[src/rtl/ate_pkg.sv]
// adaptive timeout estimator: shared widths, opcodes, register indexes and reset values
// no dependencies; used by adaptive_timeout_estimator_core
package ate_pkg;

	localparam int OP_W      = 2;
	localparam int RTT_W     = 24;
	localparam int CFG_W     = 24;
	localparam int CFG_IDX_W = 2;
	localparam int ACC_W     = 48;
	localparam int TMO_W     = 32;
	localparam int AVG_W     = 32;

	localparam logic [OP_W-1:0] OP_RESET  = 2'd0;
	localparam logic [OP_W-1:0] OP_UPDATE = 2'd1;
	localparam logic [OP_W-1:0] OP_RELAX  = 2'd2;

	localparam logic [CFG_IDX_W-1:0] CFG_INITIAL_TIMEOUT = 2'd0;
	localparam logic [CFG_IDX_W-1:0] CFG_TIMEOUT_FLOOR   = 2'd1;

	localparam logic [CFG_W-1:0] RST_INITIAL_TIMEOUT = 24'd100000;
	localparam logic [CFG_W-1:0] RST_TIMEOUT_FLOOR   = 24'd50000;

endpackage

[src/rtl/adaptive_timeout_estimator_core.sv]
// adaptive timeout estimator top level: ewma of round-trip time, peak sample and timeout
// depends on ate_pkg
//
// Takes one word per cycle while in_stall is low and returns one result word per input word, by way
// of the input register and then the result register. The state update (running average,
// peak sample, timeout) is one short combinational add, compare and saturate path,
// so back-to-back words each see the state left by the one before. The input side
// keeps accepting while a result waits, as long as the result register is being drained or
// is empty. Configuration writes are always taken (cfg_ready is held high) and apply to the
// next reset, update or relax word.
module adaptive_timeout_estimator_core #(
	parameter int AVG_SHIFT    = 7,
	parameter int MARGIN_SHIFT = 2
) (
	input  logic                               clk,
	input  logic                               arst_n,
	input  logic                               in_valid,
	output logic                               in_stall,
	input  logic [ate_pkg::OP_W-1:0]           opcode,
	input  logic [ate_pkg::RTT_W-1:0]          rtt_sample_us,
	output logic                               out_valid,
	input  logic                               out_stall,
	output logic [ate_pkg::TMO_W-1:0]          timeout_us,
	output logic [ate_pkg::AVG_W-1:0]          avg_rtt_us,
	output logic [ate_pkg::RTT_W-1:0]          max_rtt_us,
	input  logic                               cfg_valid,
	output logic                               cfg_ready,
	input  logic [ate_pkg::CFG_IDX_W-1:0]      cfg_index,
	input  logic [ate_pkg::CFG_W-1:0]          cfg_data
);

	localparam int ACC_W  = ate_pkg::ACC_W;
	localparam int TMO_W  = ate_pkg::TMO_W;
	localparam int AVG_W  = ate_pkg::AVG_W;
	localparam int RTT_W  = ate_pkg::RTT_W;
	localparam int CFG_W  = ate_pkg::CFG_W;
	localparam int DIFF   = AVG_SHIFT - MARGIN_SHIFT;
	localparam int SH_DN  = (DIFF >= 0) ? DIFF : 0;
	localparam int SH_UP  = (DIFF < 0) ? -DIFF : 0;
	localparam int UP_W   = ACC_W + AVG_SHIFT;
	localparam int DN_W   = ACC_W + MARGIN_SHIFT;
	localparam int SUM_W  = ACC_W + 1;

	localparam logic [63:0] RST_ACC64 =
		(64'(ate_pkg::RST_INITIAL_TIMEOUT) << SH_DN) >> SH_UP;
	localparam logic [ACC_W-1:0] RST_ACC = ACC_W'(RST_ACC64);
	localparam logic [63:0] RST_DN64 = (64'(RST_ACC) >> SH_DN) << SH_UP;
	localparam logic [63:0] RST_FL64 =
		(RST_DN64 < 64'(ate_pkg::RST_TIMEOUT_FLOOR)) ?
		64'(ate_pkg::RST_TIMEOUT_FLOOR) : RST_DN64;
	localparam logic [TMO_W-1:0] RST_CUR =
		(RST_FL64 > 64'({TMO_W{1'b1}})) ? {TMO_W{1'b1}} : TMO_W'(RST_FL64);

	// configuration registers
	logic [CFG_W-1:0] initial_timeout_q;
	logic [CFG_W-1:0] timeout_floor_q;

	// estimator state
	logic [ACC_W-1:0] acc_q;
	logic [RTT_W-1:0] max_q;
	logic [TMO_W-1:0] cur_q;

	// input register
	logic                     valid_s1;
	logic [ate_pkg::OP_W-1:0] opcode_s1;
	logic [RTT_W-1:0]         sample_s1;

	// next-state logic
	logic              out_free;
	logic              advance;
	logic [ACC_W-1:0]  acc_shr;
	logic [SUM_W-1:0]  acc_base;
	logic [SUM_W-1:0]  fold_in;
	logic [SUM_W-1:0]  fold_sum;
	logic [ACC_W-1:0]  fold_sat;
	logic [UP_W-1:0]   init_up;
	logic [ACC_W-1:0]  init_scaled;
	logic [ACC_W-1:0]  acc_n;
	logic [RTT_W-1:0]  max_n;
	logic [TMO_W-1:0]  cur_n;
	logic              recalc;
	logic [DN_W-1:0]   acc_dn;
	logic [DN_W-1:0]   acc_fl;
	logic [ACC_W-1:0]  avg_full;
	logic [AVG_W-1:0]  avg_n;

	assign cfg_ready = 1'b1;
	assign out_free  = !out_valid || !out_stall;
	assign in_stall  = valid_s1 && !out_free;
	assign advance   = valid_s1 && out_free;

	always_ff @(posedge clk or negedge arst_n) begin
		if (!arst_n) begin
			initial_timeout_q <= ate_pkg::RST_INITIAL_TIMEOUT;
			timeout_floor_q   <= ate_pkg::RST_TIMEOUT_FLOOR;
		end else if (cfg_valid && cfg_ready) begin
			unique case (cfg_index)
				ate_pkg::CFG_INITIAL_TIMEOUT: initial_timeout_q <= cfg_data;
				ate_pkg::CFG_TIMEOUT_FLOOR:   timeout_floor_q   <= cfg_data;
				default: ;
			endcase
		end
	end

	always_ff @(posedge clk or negedge arst_n) begin
		if (!arst_n) begin
			valid_s1 <= 1'b0;
		end else if (!in_stall) begin
			valid_s1 <= in_valid;
		end
	end

	always_ff @(posedge clk) begin
		if (in_valid && !in_stall) begin
			opcode_s1 <= opcode;
			sample_s1 <= rtt_sample_us;
		end
	end

	always_comb begin
		acc_shr     = acc_q >> AVG_SHIFT;
		acc_base    = {1'b0, acc_q} - {1'b0, acc_shr};
		init_up     = (UP_W'(initial_timeout_q) << SH_DN) >> SH_UP;
		init_scaled = (init_up > UP_W'({ACC_W{1'b1}})) ? {ACC_W{1'b1}} : ACC_W'(init_up);
		fold_in     = SUM_W'(sample_s1);
		acc_n       = acc_q;
		max_n       = max_q;
		recalc      = 1'b0;
		unique case (opcode_s1)
			ate_pkg::OP_RESET: begin
				max_n  = '0;
				recalc = 1'b1;
			end
			ate_pkg::OP_UPDATE: begin
				max_n  = (sample_s1 > max_q) ? sample_s1 : max_q;
				recalc = 1'b1;
			end
			ate_pkg::OP_RELAX: begin
				fold_in = SUM_W'({cur_q, 1'b0});
				recalc  = 1'b1;
			end
			default: ;
		endcase
		fold_sum = acc_base + fold_in;
		fold_sat = fold_sum[SUM_W-1] ? {ACC_W{1'b1}} : fold_sum[ACC_W-1:0];
		if (opcode_s1 == ate_pkg::OP_RESET) begin
			acc_n = init_scaled;
		end else if (recalc) begin
			acc_n = fold_sat;
		end
		acc_dn = (DN_W'(acc_n) >> SH_DN) << SH_UP;
		acc_fl = (acc_dn < DN_W'(timeout_floor_q)) ? DN_W'(timeout_floor_q) : acc_dn;
		if (!recalc) begin
			cur_n = cur_q;
		end else if (acc_fl > DN_W'({TMO_W{1'b1}})) begin
			cur_n = {TMO_W{1'b1}};
		end else begin
			cur_n = acc_fl[TMO_W-1:0];
		end
		avg_full = acc_n >> AVG_SHIFT;
		avg_n    = (avg_full > ACC_W'({AVG_W{1'b1}})) ? {AVG_W{1'b1}} : avg_full[AVG_W-1:0];
	end

	always_ff @(posedge clk or negedge arst_n) begin
		if (!arst_n) begin
			acc_q <= RST_ACC;
			max_q <= '0;
			cur_q <= RST_CUR;
		end else if (advance) begin
			acc_q <= acc_n;
			max_q <= max_n;
			cur_q <= cur_n;
		end
	end

	// result register
	always_ff @(posedge clk or negedge arst_n) begin
		if (!arst_n) begin
			out_valid <= 1'b0;
		end else if (out_free) begin
			out_valid <= valid_s1;
		end
	end

	always_ff @(posedge clk) begin
		if (advance) begin
			timeout_us <= cur_n;
			avg_rtt_us <= avg_n;
			max_rtt_us <= max_n;
		end
	end

endmodule

[config.mk]
export PLATFORM = sky130hd
export DESIGN_NAME = adaptive_timeout_estimator_core
export DESIGN_NICKNAME = d
export VERILOG_FILES = /design/src/rtl/ate_pkg.sv /design/src/rtl/adaptive_timeout_estimator_core.sv
export SDC_FILE = /design/constraint.sdc
export NUM_CORES = 1
export LEC_CHECK = 0
export ABC_AREA = 0
export BUFFER_PORTS_ARGS = -buffer_cell sky130_fd_sc_hd__buf_2
export CORE_MARGIN = 4
export CORE_UTILIZATION = 50
export CTS_BUF_LIST = sky130_fd_sc_hd__clkbuf_2 sky130_fd_sc_hd__clkbuf_4 sky130_fd_sc_hd__clkbuf_8
export DETAILED_ROUTE_END_ITERATION = 10
export PLACE_DENSITY_LB_ADDON = 0.12
export SKIP_LAST_GASP = 1
export SLEW_MARGIN = 20
export SYNTH_ARGS = -nofsm -noshare
export SYNTH_HDL_FRONTEND = slang
export SYNTH_SLANG_ARGS = --single-unit
[constraint.sdc]
create_clock -name clk -period 8.65 [get_ports clk]
set_input_delay 1.73 -clock clk [delete_from_list [all_inputs] [get_ports clk]]
set_output_delay 1.73 -clock clk [all_outputs]
set_load 0.02 [all_outputs]
==> impl_metrics.env <==
export IMPL_grt_pass1_wl_um=91200
export IMPL_insertedDiodeCount=0
export IMPL_grt_remaining_overflow=0
export IMPL_hold_path_depth=2
export IMPL_cts_resized=0
export IMPL_crit_path_start_kind="flop"
export IMPL_crit_family="compound AO/OA/AOI/OAI gates"
export IMPL_grt_use_total_pct=30.8
export IMPL_finalCritPeriodShare_pct=92.5
export IMPL_pin_count=148
export IMPL_h_tree_depth=2
export IMPL_tightestPinTransition_ns=0.999
export IMPL_cp_max_fo=19
export IMPL_yosysUniqueCellTypes=96
export IMPL_start_util_pct=51.0
export IMPL_post_drt_wl_per_cell_um=24.3
export IMPL_clockBufferDepth=3
export IMPL_syn_cell_area_um2=17700
export IMPL_critical_path_arrival_ns=8.34
export IMPL_cp_required_ns=8.99
export IMPL_fin_worst_skew_ns=0.0212
export IMPL_cts_setup_buffers=0
export IMPL_cts_tree="yes"
export IMPL_ys_ff_latch=268
export IMPL_dp_hpwl_um=44900
export IMPL_synth_edf_count=114
export IMPL_drt_iter0_drc=1262
export IMPL_die_w_um=196
export IMPL_synthArstFlopShare_pct=57.5
export IMPL_design_area_um2=19800
export IMPL_cts_buffers=45
export IMPL_fin_util_pct=57.0
export IMPL_grt_max_degree=80
export IMPL_setup_worst_path_end_class="flop"
export IMPL_setup_viol=0
export IMPL_nets=2173
export IMPL_relSlewSlack_pct=33.3
export IMPL_clk_pin_slew_ns=0.06
export IMPL_yosysWarnings=0
export IMPL_synth_fp_nets=2048
export IMPL_die_h_um=196
export IMPL_cts_hold_fix_buffers=0
export IMPL_ant_nets=0
export IMPL_synthTopCellsByArea="edfxtp_1 (19%), dfrtp_1 (18%), ha_1 (7.3%), a21oi_1 (4.2%), inv_1 (3.8%)"
export IMPL_area_growth_pct=11.7
export IMPL_syn_inst=1854
export IMPL_drv_slew=0
export IMPL_rsz0062_at_grt="false"
export IMPL_ys_seq_area_share_pct=41.3
export IMPL_drc_errors=0
export IMPL_synth_area_per_cell_um2=9.55
export IMPL_outcome="completed"
export IMPL_worstSetupPathDepth=29
export IMPL_wl_um=60100
export IMPL_viasPerCell=6.11
export IMPL_route_vias_total=15100
export IMPL_clock_sinks=268
export IMPL_core_area_um2=34700
export IMPL_period_minus_slack_ns=8.00
export IMPL_cp_slowest_cell="a221oi_1"
export IMPL_placed_area_um2=18800
export IMPL_cp_num_buf_inv=4
export IMPL_reg2regPathDepth=29
export IMPL_critPathMostFrequentCell="a21oi_1"
export IMPL_portBuffers=146
export IMPL_maxCapViolations=0
export IMPL_final_hold_viol_count=0
export IMPL_root_buffer="clkbuf_8"
export IMPL_yosysTopAreaCellShare_pct=19.3
export IMPL_row_count=68
export IMPL_grt_pass1_vias=14900
export IMPL_tns_ns=0
export IMPL_critical_path_max_stage_delay_ns=0.75
export IMPL_die_area_um2=38500
export IMPL_gp_congestion=0.961
export IMPL_path_class="flop to flop"
export IMPL_first_pass_iters=6
export IMPL_ff2ff_setup_slack_ns=0.65
export IMPL_synthFlopType="dfrtp_1"
export IMPL_grt_antenna_before_repair=1
export IMPL_hp_class="flop to flop"
export IMPL_clk_latency_ns=0.61
export IMPL_yosysTopAreaCell="edfxtp_1"
export IMPL_clock_fmax_mhz=125
export IMPL_drive_gt1_share_pct=19.6
[worst reg2reg max path: cells and delay by family, from the launching register on]
kind | cells | cell delay [ns]
AO/OA/AOI/OAI | 12 | 2.96
AND/OR/NAND/NOR | 8 | 1.84
adder cells (fa/ha/maj) | 3 | 1.29
buffers and inverters | 4 | 0.76
multiplexers | 2 | 0.48
flip-flops | 1 | 0.41
[state kept, by name, indices dropped and copies added (netlist names)]
signal             cells
acc_q                 48
initial_timeout_q     24
timeout_floor_q       24
opcode_s1              2
max_rtt_us            24
out_valid              1
max_q                 24
sample_s1             24
cur_q                 32
timeout_us            32
avg_rtt_us            32
valid_s1               1
[cell families after synthesis]
| family | synth area share, % |
|---|---|
| compound gates | 20.6 |
| buf+inv | 6.69 |
| flops | 41.3 |
| mux | 6.33 |
| other cells | 0.0212 |
| fa+ha+maj | 11.1 |
| xor+xnor | 2.08 |
| simple gates | 11.9 |
[cell usage after synthesis, drive strengths merged, types with 36 or more instances]
cell type  number
a21oi         152
buf            38
clkbuf         65
dfrtp         130
edfxtp        114
ha            104
inv           181
mux2           48
mux2i          58
nand2         156
nor2          176
o21ai         128
o22ai          36
[path summary, 6_finish.rpt]
check                                   from              to
worst max-delay path            opcode_s1[0]  timeout_us[21]
worst min-delay path                acc_q[0]        acc_q[0]
worst max register to register  opcode_s1[0]  timeout_us[21]
worst min register to register      acc_q[0]        acc_q[0]
max in group asynchronous             arst_n       acc_q[35]
min in group asynchronous             arst_n        cur_q[8]
[routing by layer]
metal,vias up,GRT usage (%),wire (um)
met5,-,0,16
met4,2,11.8,2400
met3,126,4.02,3800
met2,603,48.3,27400
met1,7413,43.7,26400
li1,6940,-,-
[layout by cell type, fill, tap and decap left out, types with 11 or more instances in the layout]
| cell | netlist | layout |
|---|---|---|
| o22ai_1 | 36 | 36 |
| buf_4 | 7 | 35 |
| xor2_1 | 17 | 17 |
| a22oi_1 | 27 | 27 |
| buf_2 | 17 | 145 |
| o31ai_1 | 23 | 23 |
| clkbuf_8 | 0 | 51 |
| nand4_1 | 27 | 27 |
| a221oi_1 | 16 | 16 |
| a31oi_1 | 25 | 25 |
| mux2_2 | 48 | 48 |
| dfstp_2 | 24 | 24 |
| ha_1 | 104 | 104 |
| a21o_1 | 20 | 20 |
| o21a_1 | 12 | 12 |
| a21oi_1 | 148 | 148 |
| mux2i_1 | 58 | 57 |
| edfxtp_1 | 114 | 114 |
| fa_1 | 33 | 33 |
| o21bai_1 | 11 | 11 |
| o21ai_0 | 117 | 117 |
| a211oi_1 | 17 | 17 |
| nor2_1 | 175 | 173 |
| inv_1 | 179 | 178 |
| clkbuf_4 | 0 | 20 |
| a31o_2 | 22 | 22 |
| nand2_1 | 155 | 153 |
| xnor2_1 | 25 | 25 |
| nor3_1 | 19 | 17 |
| dfrtp_1 | 130 | 130 |
| nand3_1 | 12 | 12 |
| nand2b_1 | 22 | 22 |
| o211ai_1 | 13 | 13 |
[per-stage QoR]
stage | setup WS [ns] | hold slack [ns] | instances
floorplan | 1.36 | 0.456 | 1854
global placement | 0.312 | 0.467 | 2387
detailed placement | 0.318 | 0.485 | 2387
CTS | 0.289 | 0.507 | 2470
global route | 0.0517 | 0.522 | 2470
finish | 0.649 | 0.506 | 2470
[cell type report]
class | count | area, um2
repair buffers | 181 | 1000
clock buffers | 71 | 852
fillers | 3108 | 14900
well taps | 455 | 569
clock inverters | 12 | 82.6
multi-input cells | 1300 | 9280
inverters | 183 | 689
flip-flops and latches | 268 | 7310
Power is not shown: default switching activity piles up to over one toggle a cycle in this logic, so the estimate is an artifact.
